<file path="src/rtl/indexed_list_engine_defines.svh">
// Assertion macros shared by the indexed list engine sources.
// Depends on nothing; the including module must provide clk and rst.
`ifndef INDEXED_LIST_ENGINE_DEFINES_SVH
`define INDEXED_LIST_ENGINE_DEFINES_SVH

// Same-cycle implication, disabled while reset is held.
`define ILE_ASSERT_IMP(label, ante, cons, msg) \
  label: assert property (@(posedge clk) disable iff (rst) (ante) |-> (cons)) \
    else $error(msg);

// Next-cycle implication, disabled while reset is held.
`define ILE_ASSERT_NXT(label, ante, cons, msg) \
  label: assert property (@(posedge clk) disable iff (rst) (ante) |=> (cons)) \
    else $error(msg);

`endif

</file>
<file path="src/rtl/ile_pkg.sv">
// Shared widths, operation and status codes, and types of the indexed list engine.
// Depends on nothing.
package ile_pkg;

  localparam int CAPACITY_DEF = 256;
  localparam int OP_W         = 3;
  localparam int POS_W        = 10;
  localparam int VAL_W        = 32;
  localparam int ST_W         = 2;
  localparam int LEN_W        = 9;
  localparam int TREE_FANIN   = 4;

  localparam logic [OP_W-1:0] OP_GET  = OP_W'(0);
  localparam logic [OP_W-1:0] OP_HEAD = OP_W'(1);
  localparam logic [OP_W-1:0] OP_TAIL = OP_W'(2);
  localparam logic [OP_W-1:0] OP_AT   = OP_W'(3);
  localparam logic [OP_W-1:0] OP_DEL  = OP_W'(4);

  localparam logic [ST_W-1:0] ST_DONE  = ST_W'(0);
  localparam logic [ST_W-1:0] ST_RANGE = ST_W'(1);
  localparam logic [ST_W-1:0] ST_FULL  = ST_W'(2);

  typedef struct packed {
    logic [VAL_W-1:0] read_value;
    logic [ST_W-1:0]  status;
    logic [LEN_W-1:0] length;
  } result_t;

  // Broadcast shift command for the row of cells.
  typedef struct packed {
    logic ins;
    logic del;
  } cell_cmd_t;

  // Number of registered levels of a four-way tree that covers n leaves.
  function automatic int tree_levels(input int n);
    int lv;
    int span;
    begin
      lv   = 1;
      span = TREE_FANIN;
      while (span < n) begin
        lv   = lv + 1;
        span = span * TREE_FANIN;
      end
      return lv;
    end
  endfunction

endpackage

</file>
<file path="src/rtl/ile_cell.sv">
// One storage cell of the list: holds one entry and shifts with its neighbors.
// Depends on ile_pkg for the command type and value width.
module ile_cell #(
  parameter int IDXW  = 8,
  parameter int INDEX = 0
) (
  input  logic                     clk,
  input  ile_pkg::cell_cmd_t       cmd,
  input  logic [IDXW-1:0]          pos,
  input  logic [ile_pkg::VAL_W-1:0] new_value,
  input  logic [ile_pkg::VAL_W-1:0] left_value,
  input  logic [ile_pkg::VAL_W-1:0] right_value,
  input  logic [IDXW-1:0]          rd_pos,
  output logic [ile_pkg::VAL_W-1:0] value,
  output logic [ile_pkg::VAL_W-1:0] rd_value
);
  import ile_pkg::*;

  localparam logic [IDXW-1:0] MY_IDX = IDXW'(INDEX);

  // Insert: the target cell loads the new value and every later cell takes its
  // left neighbor. Delete: the target cell and every later one take the right.
  always_ff @(posedge clk) begin
    if (cmd.ins) begin
      if (pos == MY_IDX) begin
        value <= new_value;
      end else if (MY_IDX > pos) begin
        value <= left_value;
      end
    end else if (cmd.del && (MY_IDX >= pos)) begin
      value <= right_value;
    end
  end

  assign rd_value = (rd_pos == MY_IDX) ? value : '0;

endmodule

</file>
<file path="config.mk">
export PLATFORM = sky130hd
export DESIGN_NAME = ile_cell
export DESIGN_NICKNAME = d
export VERILOG_FILES = /design/src/rtl/indexed_list_engine_defines.svh /design/src/rtl/ile_pkg.sv /design/src/rtl/ile_cell.sv
export SDC_FILE = /design/constraint.sdc
export NUM_CORES = 1
export LEC_CHECK = 0
export BUFFER_PORTS_ARGS = -buffer_cell sky130_fd_sc_hd__buf_2
export CAP_MARGIN = 20
export CORE_AREA = 2 2 77 79
export DETAILED_ROUTE_END_ITERATION = 8
export DIE_AREA = 0 0 79 81
export PLACE_DENSITY = 0.83
export SLEW_MARGIN = 40
export SYNTH_ARGS = -nofsm -noshare
export SYNTH_HDL_FRONTEND = slang
export SYNTH_SLANG_ARGS = --single-unit
</file>
<file path="constraint.sdc">
create_clock -name clk -period 4.94 [get_ports clk]
set_input_delay 0.988 -clock clk [delete_from_list [all_inputs] [get_ports clk]]
set_output_delay 0.988 -clock clk [all_outputs]
set_load 0.05 [all_outputs]
</file>
### After elaboration in Yosys (flattened, before gate mapping)

Index checks and enable logic that the tools add are counted.

| storage, ports and cells | value |
|---|---|
| register bits | 32 |
| word-level logic and storage cells | 14 |
| output and inout bits | 64 |
| input bits | 115 |

| cells by class | value |
|---|---|
| eq/ne operators | 1 |
| $lt $le $gt $ge | 2 |
| muxes and demuxes | 5 |
| reductions and logical operators | 5 |

Operator list:

| operator | number |
|---|---|
| 32-bit two-way mux | 5 |
| 8-bit zero test | 2 |
| 1-bit by 8-bit >= comparator with 1-bit output, first input constant | 1 |
| 1-bit by 8-bit > comparator with 1-bit output, first input constant | 1 |
| 3-bit by 1-bit inequality test with 1-bit output, second input constant | 1 |
| 2-bit AND reduction | 1 |
| 2-bit nonzero test | 1 |
| 1-bit logical AND | 1 |

### Longest topological paths before layout

Gate-level depths: netlist of run 1.

| depth | value |
|---|---|
| depth after elaboration | 4 |
| mapped depth | 4 |
| gate-level depth less buffers | 3 |

### Least setup slack after synthesis of run 1

Ideal clock, no wire load.

| path | value |
|---|---|
| path type | input to register |
| from | input port pos[5] |
| to | register value[0] (netlist name) (enable) |
| setup time | 461 ps |
| data arrival time | 3,983 ps |
| stages | 3 |
| data required time | 4,479 ps |
| slack | 496 ps |
| buffers on the path | 1 |
| cell sequence | or4_4 -> clkbuf_2 -> nor3_1 |

| on the way | value |
|---|---|
| longest elaborated chain between the ends | 4 |
| elaborated cells on any way between the ends | 7 |
| classes of those cells | order compare: 2; eq/ne: 1; reduce/logical: 4 |

Ends and longest elaborated chain:

| item | RTL line | source |
|---|---|---|
| start, declared | ile_cell.sv:9 | `input logic [IDXW-1:0] pos,` |
| 1-bit by 8-bit >= comparator with 1-bit output | ile_cell.sv:30 | `end else if (cmd.del && (MY_IDX >= pos)) begin` |
| 1-bit logical AND | ile_cell.sv:30 |  |
| 2-bit nonzero test (no source line) | -- |  |
| 2-bit AND reduction (no source line) (*) | -- |  |
| end signal, assigned | ile_cell.sv:26 | `value <= new_value;` |
| end signal, assigned | ile_cell.sv:28 | `value <= left_value;` |
| end signal, assigned | ile_cell.sv:31 | `value <= right_value;` |
| end, declared | ile_cell.sv:14 | `output logic [ile_pkg::VAL_W-1:0] value,` |

Mark *: on every way between the ends. The rest lies on a longest branch, timed or not.
A chain may end at the register's enable or synchronous reset.

### Worst setup path in the final report of run 1

| path | value |
|---|---|
| from | input port rd_pos[1] |
| to | output port rd_value[7] (netlist name) |

| on the way | value |
|---|---|
| longest elaborated chain between the ends | 2 |

Ends and longest elaborated chain:

| item | RTL line | source |
|---|---|---|
| start, declared | ile_cell.sv:13 | `input logic [IDXW-1:0] rd_pos,` |
| 8-bit zero test | ile_cell.sv:35 | `assign rd_value = (rd_pos == MY_IDX) ? value : '0;` |
| 32-bit two-way mux | ile_cell.sv:35 |  |
| end, declared | ile_cell.sv:15 | `output logic [ile_pkg::VAL_W-1:0] rd_value` |

No other way between the ends.

==> results.txt, run 1 <==
----------------------------------------------------
[Outcome]
  Result of the run ... complete, no violations

[Clocking]
  # H-tree levels ... 2
  Maximum buffer depth of the clock tree ... 2
  TritonCTS clock tree ... yes
  Number of buffers added for setup after CTS ... 0
  Sinks on the clock net ... 32
  CTS resizes ... 0
  Root buffer cell ... sky130_fd_sc_hd__clkbuf_8
  TritonCTS Buffers ... 5
  Clk pin slew, worst setup/hold paths ... about 0.06 ns
  Number of buffers added to fix hold violations after cts ... 0

[Hold path]
  Cell count of the worst hold path ... 3
  Endpoint of the worst hold-timing path ... value[31]
  Hold crit path type ... in -> reg
  Worst min-delay path startpoint ... right_value[31]

[Floorplan]
  Starting density of the core ... a little over a third
  Io pins ... approximately 180
  Total number of placement rows ... 28
  Die Ht ... 81 um
  Chip width ... 79 um
  Die Outline Area ... 0.00640 mm^2
  Core area ... roughly 0.0057 mm^2

[Critical path]
  Element type at the critical path start ... input pin
  Sequence of cells on the critical path ... buf_2, or4_1, nor2_4, and2_1, buf_2
  Crit path largest cell delay ... 0.56 ns
  Crit path max fanout ... 32
  Worst EP arrival ... 2.54 ns
  Dominant delay contributor by cell family on the critical path ... simple AND/OR/NAND/NOR gates
  WS Path Type ... in -> out
  Worst path bufs/invs ... 2
  Cell type of the slowest stage on the worst timing path ... sky130_fd_sc_hd__or4_1
  Data required time of the critical path ... just under 4 ns
  Type of destination of the critical path ... output pin
  Most used cell, CP ... sky130_fd_sc_hd__buf_2

[Synth]
  Post-synthesis cell area ... 0.00203 mm^2
  Area share of the largest cell type after synthesis ... 47.4%
  Part of the Yosys area used for sequential elements ... between 40% and 50%
  Number of register bits inferred by synthesis ... 32
  Mean area per synthesized cell ... ~9.1 um^2
  Number of warnings reported in the yosys synthesis log ... 0
  Fraction of synthesis flops using an asynchronous set or reset pin ... 0%
  Most common cell in the netlist ... sky130_fd_sc_hd__nor2_1
  Leading register cell type out of synthesis ... sky130_fd_sc_hd__edfxtp_1
  Number of cells produced by synthesis ... between 200 and 250
  Synth area leader ... sky130_fd_sc_hd__edfxtp_1
  Distinct cell type count after synthesis ... 16
  Number of enable flip-flop cells after synthesis ... 32
  Area contributors post-synth ... sky130_fd_sc_hd__edfxtp_1 47%, sky130_fd_sc_hd__a31oi_1 9.9%, sky130_fd_sc_hd__and2_1 9.9%
  Post-Synthesis Net Count ... approximately 340
  Most common library cells after synthesis ... 33 x sky130_fd_sc_hd__nor2_1, 32 x sky130_fd_sc_hd__a31oi_1, 32 x sky130_fd_sc_hd__and2_1, 32 x sky130_fd_sc_hd__edfxtp_1, 32 x sky130_fd_sc_hd__nand3_1

[Detailed routing]
  Per-cell routed wire length ... 14.4 um
  Via density per instance ... approximately 5.2
  Count of vias placed by the detailed router ... around 2400
  Remaining antenna violation count after routing ... 0
  Drt initial violations ... 167
  First drt pass iteration count ... 4
  DRC viols ... 0
  Total wire length ... just under 7 mm

[Cells and area]
  Fraction of layout cells with a size suffix above 1 ... between 50% and 60%
  Register containing the most flip-flops in the final layout ... value
  Diodes inserted ... 0
  Number of flip-flops under the largest register name ... 32
  Layout-stage area growth over the synthesis result ... 49.4%
  Leading registers by flop count ... value x32
  NumNets Final ... between 500 and 600
  Design area ... 0.00303 mm^2
  Layout filler cell count ... 540

[STA]
  Final critical path time including I/O delays and setup ... about 3.5 ns
  Final Hold Fails ... 0
  Unrepaired setup endpoints after global routing ... no
  Total negative slack for setup checks ... 0 ns
  Tightest slew margin relative to the limit ... around three fifths
  Share of the clock period used by the worst path ... 71.5%
  Count of final max-slew check failures ... 0
  Worst slew pin tran ... approximately 0.60 ns
  Maximum operating frequency ... between 0.2 and 0.3 GHz
  Final setup vio count ... 0

[Placed design]
  HPWL reported at the end of detailed placement ... 5.17 mm
  Instance area at placement ... between 0.002 and 0.003 mm^2
  Number of input and output port buffers inserted ... between 150 and 200
  Placer congestion estimate ... ~0.8

[Global routing]
  Initial antenna violation count ... 0
  Largest net degree at the start of global routing ... 65
  Global-route wire length before repair ... slightly below 10 mm
  Via count of the first global-routing pass ... 2106
  Grt total ovfl ... 0
  Combined global-route utilization of all metal layers ... between 15 and 20%

[Pwr]
  Sum of internal, switching and leakage power ... ~0.59 mW
  Highest ir drop seen on vdd ... approximately 110 uV
  Total power density per cell area ... 194 mW/mm^2
  Leak pwr ... 1.38 nW

[Flow run]
  MaxCap Viol Count ... 0

----------------------------------------------------
## through the flow
step,std cells,util [%],setup WS [ns],hold WS (ns)
after global routing,469,53.4,1.29,1.05
after detailed placement,461,51.9,1.40,1.34
after global placement,459,51.7,1.47,1.33
final,469,53.4,1.41,1.06
after CTS,469,53.4,1.40,1.05
after floorplan,223,-,0.496,1.24
## layer usage
metal	vias up	global-route usage [%]	wire, um
li1	1160	-	-
met1	1137	23.1	2590
met2	108	35.2	3580
met3	17	4.44	420
met4	0	8.28	166
met5	-	0	0
## layout by cell type (no fill, tap or decap), drive strengths merged, types with 2 or more instances in the layout
cell type  count
buf          185
nor2          34
nand3         32
a31oi         32
and2          32
edfxtp        32
o21ai         32
clkbuf         7
or4            4
nor4           2
## layout make-up
cell class                      instances  area [um^2]  share of cell area, %
Tap cell                               75         93.8                   3.10
Sequential cell                        32          961                   31.7
Timing Repair Buffer                  185          943                   31.2
Clock inverter                          1         3.75                  0.124
Multi-Input combinational cell        169          950                   31.4
Clock buffer                            7         76.3                   2.52
## worst max path at each step
stage | slack, ns | from | endpoint | cells after the start
final | 1.41 | rd_pos[1] | rd_value[7] | 5
after floorplan | 0.50 | pos[5] | value[0] | 3
after global placement | 1.47 | rd_pos[1] | rd_value[27] | 5
after detailed placement | 1.40 | rd_pos[1] | rd_value[24] | 5
after CTS | 1.40 | rd_pos[1] | rd_value[24] | 5
after global routing | 1.29 | rd_pos[1] | rd_value[23] | 5
## report_power, final
part           internal (mW)  switching [mW]  total, mW
logic                 0.0499          0.0498     0.0997
registers              0.302        0.000384      0.302
clock network         0.0979          0.0870      0.185
total                  0.450           0.137      0.587
## kinds of logic after synthesis
group           after synthesis  synth area share, %
compound gates               64                 17.8
buf+inv                      22                 6.85
flops                        32                 47.4
simple gates                105                 28.0
Note: power is estimated with default switching activity, not from simulation.
==> inputs of run 2 (changes only) <==
==> constraint.sdc (replaced) <==
create_clock -name clk -period 3.4 [get_ports clk]
set_input_delay 0.68 -clock clk [delete_from_list [all_inputs] [get_ports clk]]
set_output_delay 0.68 -clock clk [all_outputs]
set_load 0.05 [all_outputs]
==> run 2 against run 1 <==
Compared with the run above: global-route usage shrank 1.0 points; clock power is 45% higher; critical path type unchanged; core utilization is 0.20 points higher; sequential cell count unchanged; combinational power grew 46%; worst hold slack worse by 0.31 ns; wire length shrank 5.4%; clock-buffer cell count shrank 1.
==> results.txt, run 2 (synthesis results as in run 1) <==
----------------------------------------------------
[Critical path]
  Type of destination of the critical path ... output pin
  Sequence of cells on the critical path ... buf_2, or4_1, nor2_4, and2_1, buf_2
  Most used cell, CP ... sky130_fd_sc_hd__buf_2
  Worst EP arrival ... 2.32 ns
  Crit path max fanout ... 32
  Data required time of the critical path ... between 2 and 3 ns
  Dominant delay contributor by cell family on the critical path ... simple AND/OR/NAND/NOR gates
  Cell type of the slowest stage on the worst timing path ... sky130_fd_sc_hd__or4_1
  Worst path bufs/invs ... 2
  WS Path Type ... in -> out
  Crit path largest cell delay ... ~0.57 ns
  Element type at the critical path start ... input pin

[Cells and area]
  Fraction of layout cells with a size suffix above 1 ... 50.5%
  Layout-stage area growth over the synthesis result ... 49.9%
  Diodes inserted ... 0
  NumNets Final ... approximately 510
  Number of flip-flops under the largest register name ... 32
  Most common library cell in the layout ignoring fill and taps ... sky130_fd_sc_hd__buf_2
  Leading registers by flop count ... value x32
  Layout filler cell count ... 543
  Commonest non-fill, non-tap cells in the layout ... 178 x sky130_fd_sc_hd__buf_2, 33 x sky130_fd_sc_hd__nor2_1
  Final core area utilization ... 53.5%
  Register containing the most flip-flops in the final layout ... value

[STA]
  Post-route worst hold slack ... around 0.75 ns
  Final critical path time including I/O delays and setup ... between 2 and 3 ns
  Total negative slack for setup checks ... 0 ns
  Worst slew pin tran ... 0.578 ns
  Share of the clock period used by the worst path ... 88.1%
  Tightest slew margin relative to the limit ... around three fifths
  Count of final max-slew check failures ... 0
  Unrepaired setup endpoints after global routing ... no
  Maximum operating frequency ... ~0.33 GHz
  Final Hold Fails ... 0
  Final setup vio count ... 0

[Floorplan]
  Starting density of the core ... between 30% and 40%
  Io pins ... between 150 and 200
  Core area ... ~0.0057 mm^2
  Die Ht ... slightly above 80 um
  Chip width ... between 70 and 80 um
  Die Outline Area ... 0.00640 mm^2
  Total number of placement rows ... 28

[Clocking]
  Sinks on the clock net ... 32
  # H-tree levels ... 2
  Number of buffers added for setup after CTS ... 0
  TritonCTS Buffers ... 5
  Root buffer cell ... sky130_fd_sc_hd__clkbuf_8
  Maximum buffer depth of the clock tree ... 2
  CTS resizes ... 0
  Number of buffers added to fix hold violations after cts ... 0
  Clk pin slew, worst setup/hold paths ... roughly 0.060 ns
  TritonCTS clock tree ... yes

[Placed design]
  Placer congestion estimate ... between 0.7 and 0.8
  Number of input and output port buffers inserted ... 178
  HPWL reported at the end of detailed placement ... between 4 and 5 mm

[Pwr]
  Sequential Power Share ... 51.4%
  Total power density per cell area ... 281 mW/mm^2
  Clock network fraction of design power ... between 30% and 40%
  Sw frac ... roughly a quarter
  Highest ir drop seen on vdd ... 166 uV
  Leak pwr ... roughly 1.4 nW
  Comb power frac ... 17.1%
  Switch Pwr ... approximately 0.20 mW
  Cell internal power dissipation ... roughly 0.65 mW

[Detailed routing]
  Total wire length ... about 6.4 mm
  DRC viols ... 0
  Drt initial violations ... 135
  Per-cell routed wire length ... approximately 14 um
  Via density per instance ... 5.08
  Count of vias placed by the detailed router ... about 2400
  Remaining antenna violation count after routing ... 0
  First drt pass iteration count ... 4

[Hold path]
  Hold crit path type ... in -> reg
  Worst min-delay path startpoint ... right_value[3]
  Endpoint of the worst hold-timing path ... value[3]
  Cell count of the worst hold path ... 3

[Global routing]
  Grt total ovfl ... 0
  Initial antenna violation count ... 0
  Combined global-route utilization of all metal layers ... 18.7%
  Global-route wire length before repair ... between 9 and 10 mm
  Largest net degree at the start of global routing ... 42
  Via count of the first global-routing pass ... 2050

[Outcome]
  Result of the run ... complete, no violations

[Flow run]
  MaxCap Viol Count ... 0

----------------------------------------------------
run 2: routing by layer:
layer	part of all wire [%]	GRT usage [%]	vias up
li1	-	-	1166
met1	40	23.0	1093
met2	51	33.4	118
met3	7.2	3.22	6
met4	1.0	6.55	0
met5	0	0	-
run 2: power by group through the flow:
stage               Clock (mW)  Sequential [mW]  Combinational, mW
floorplan                    0            0.451             0.0608
global placement             0            0.447              0.142
detailed placement           0            0.447              0.145
CTS                      0.280            0.439              0.146
global route             0.296            0.439              0.161
finish                   0.268            0.439              0.146
run 2: how the worst max path moves through the flow:
stage	slack [ns]	end	depth (start not counted)	from
2_1_floorplan	0.26	value[0]	3	pos[5]
3_3_place_gp	0.45	rd_value[31]	5	rd_pos[1]
3_5_place_dp	0.37	rd_value[31]	5	rd_pos[1]
4_1_cts	0.37	rd_value[31]	5	rd_pos[1]
5_1_grt	0.29	rd_value[31]	5	rd_pos[1]
6_report	0.40	rd_value[31]	5	rd_pos[1]
run 2: through the flow:
step,instances,instance area [um^2],power [mW],setup slack (ns)
final,469,3040,0.853,0.404
after global routing,469,3040,0.896,0.290
after CTS,469,3040,0.865,0.369
after detailed placement,462,2960,0.593,0.367
after global placement,462,2960,0.589,0.448
after floorplan,223,2030,0.512,0.256
run 2: final cells by class:
type / instances / area, um^2 / share of cell area (%)
Clock buffer: 6 / 72.6 / 2.39
Clock inverter: 1 / 5.00 / 0.165
Multi-Input combinational cell: 169 / 956 / 31.5
Sequential cell: 32 / 961 / 31.6
Tap cell: 75 / 93.8 / 3.09
Timing Repair Buffer: 186 / 951 / 31.3
run 2: tightest hold or removal path, cell delays in order:
cell                      delay [ns]
sky130_fd_sc_hd__buf_2          0.08
sky130_fd_sc_hd__nor2_1         0.03
sky130_fd_sc_hd__a31oi_1        0.12
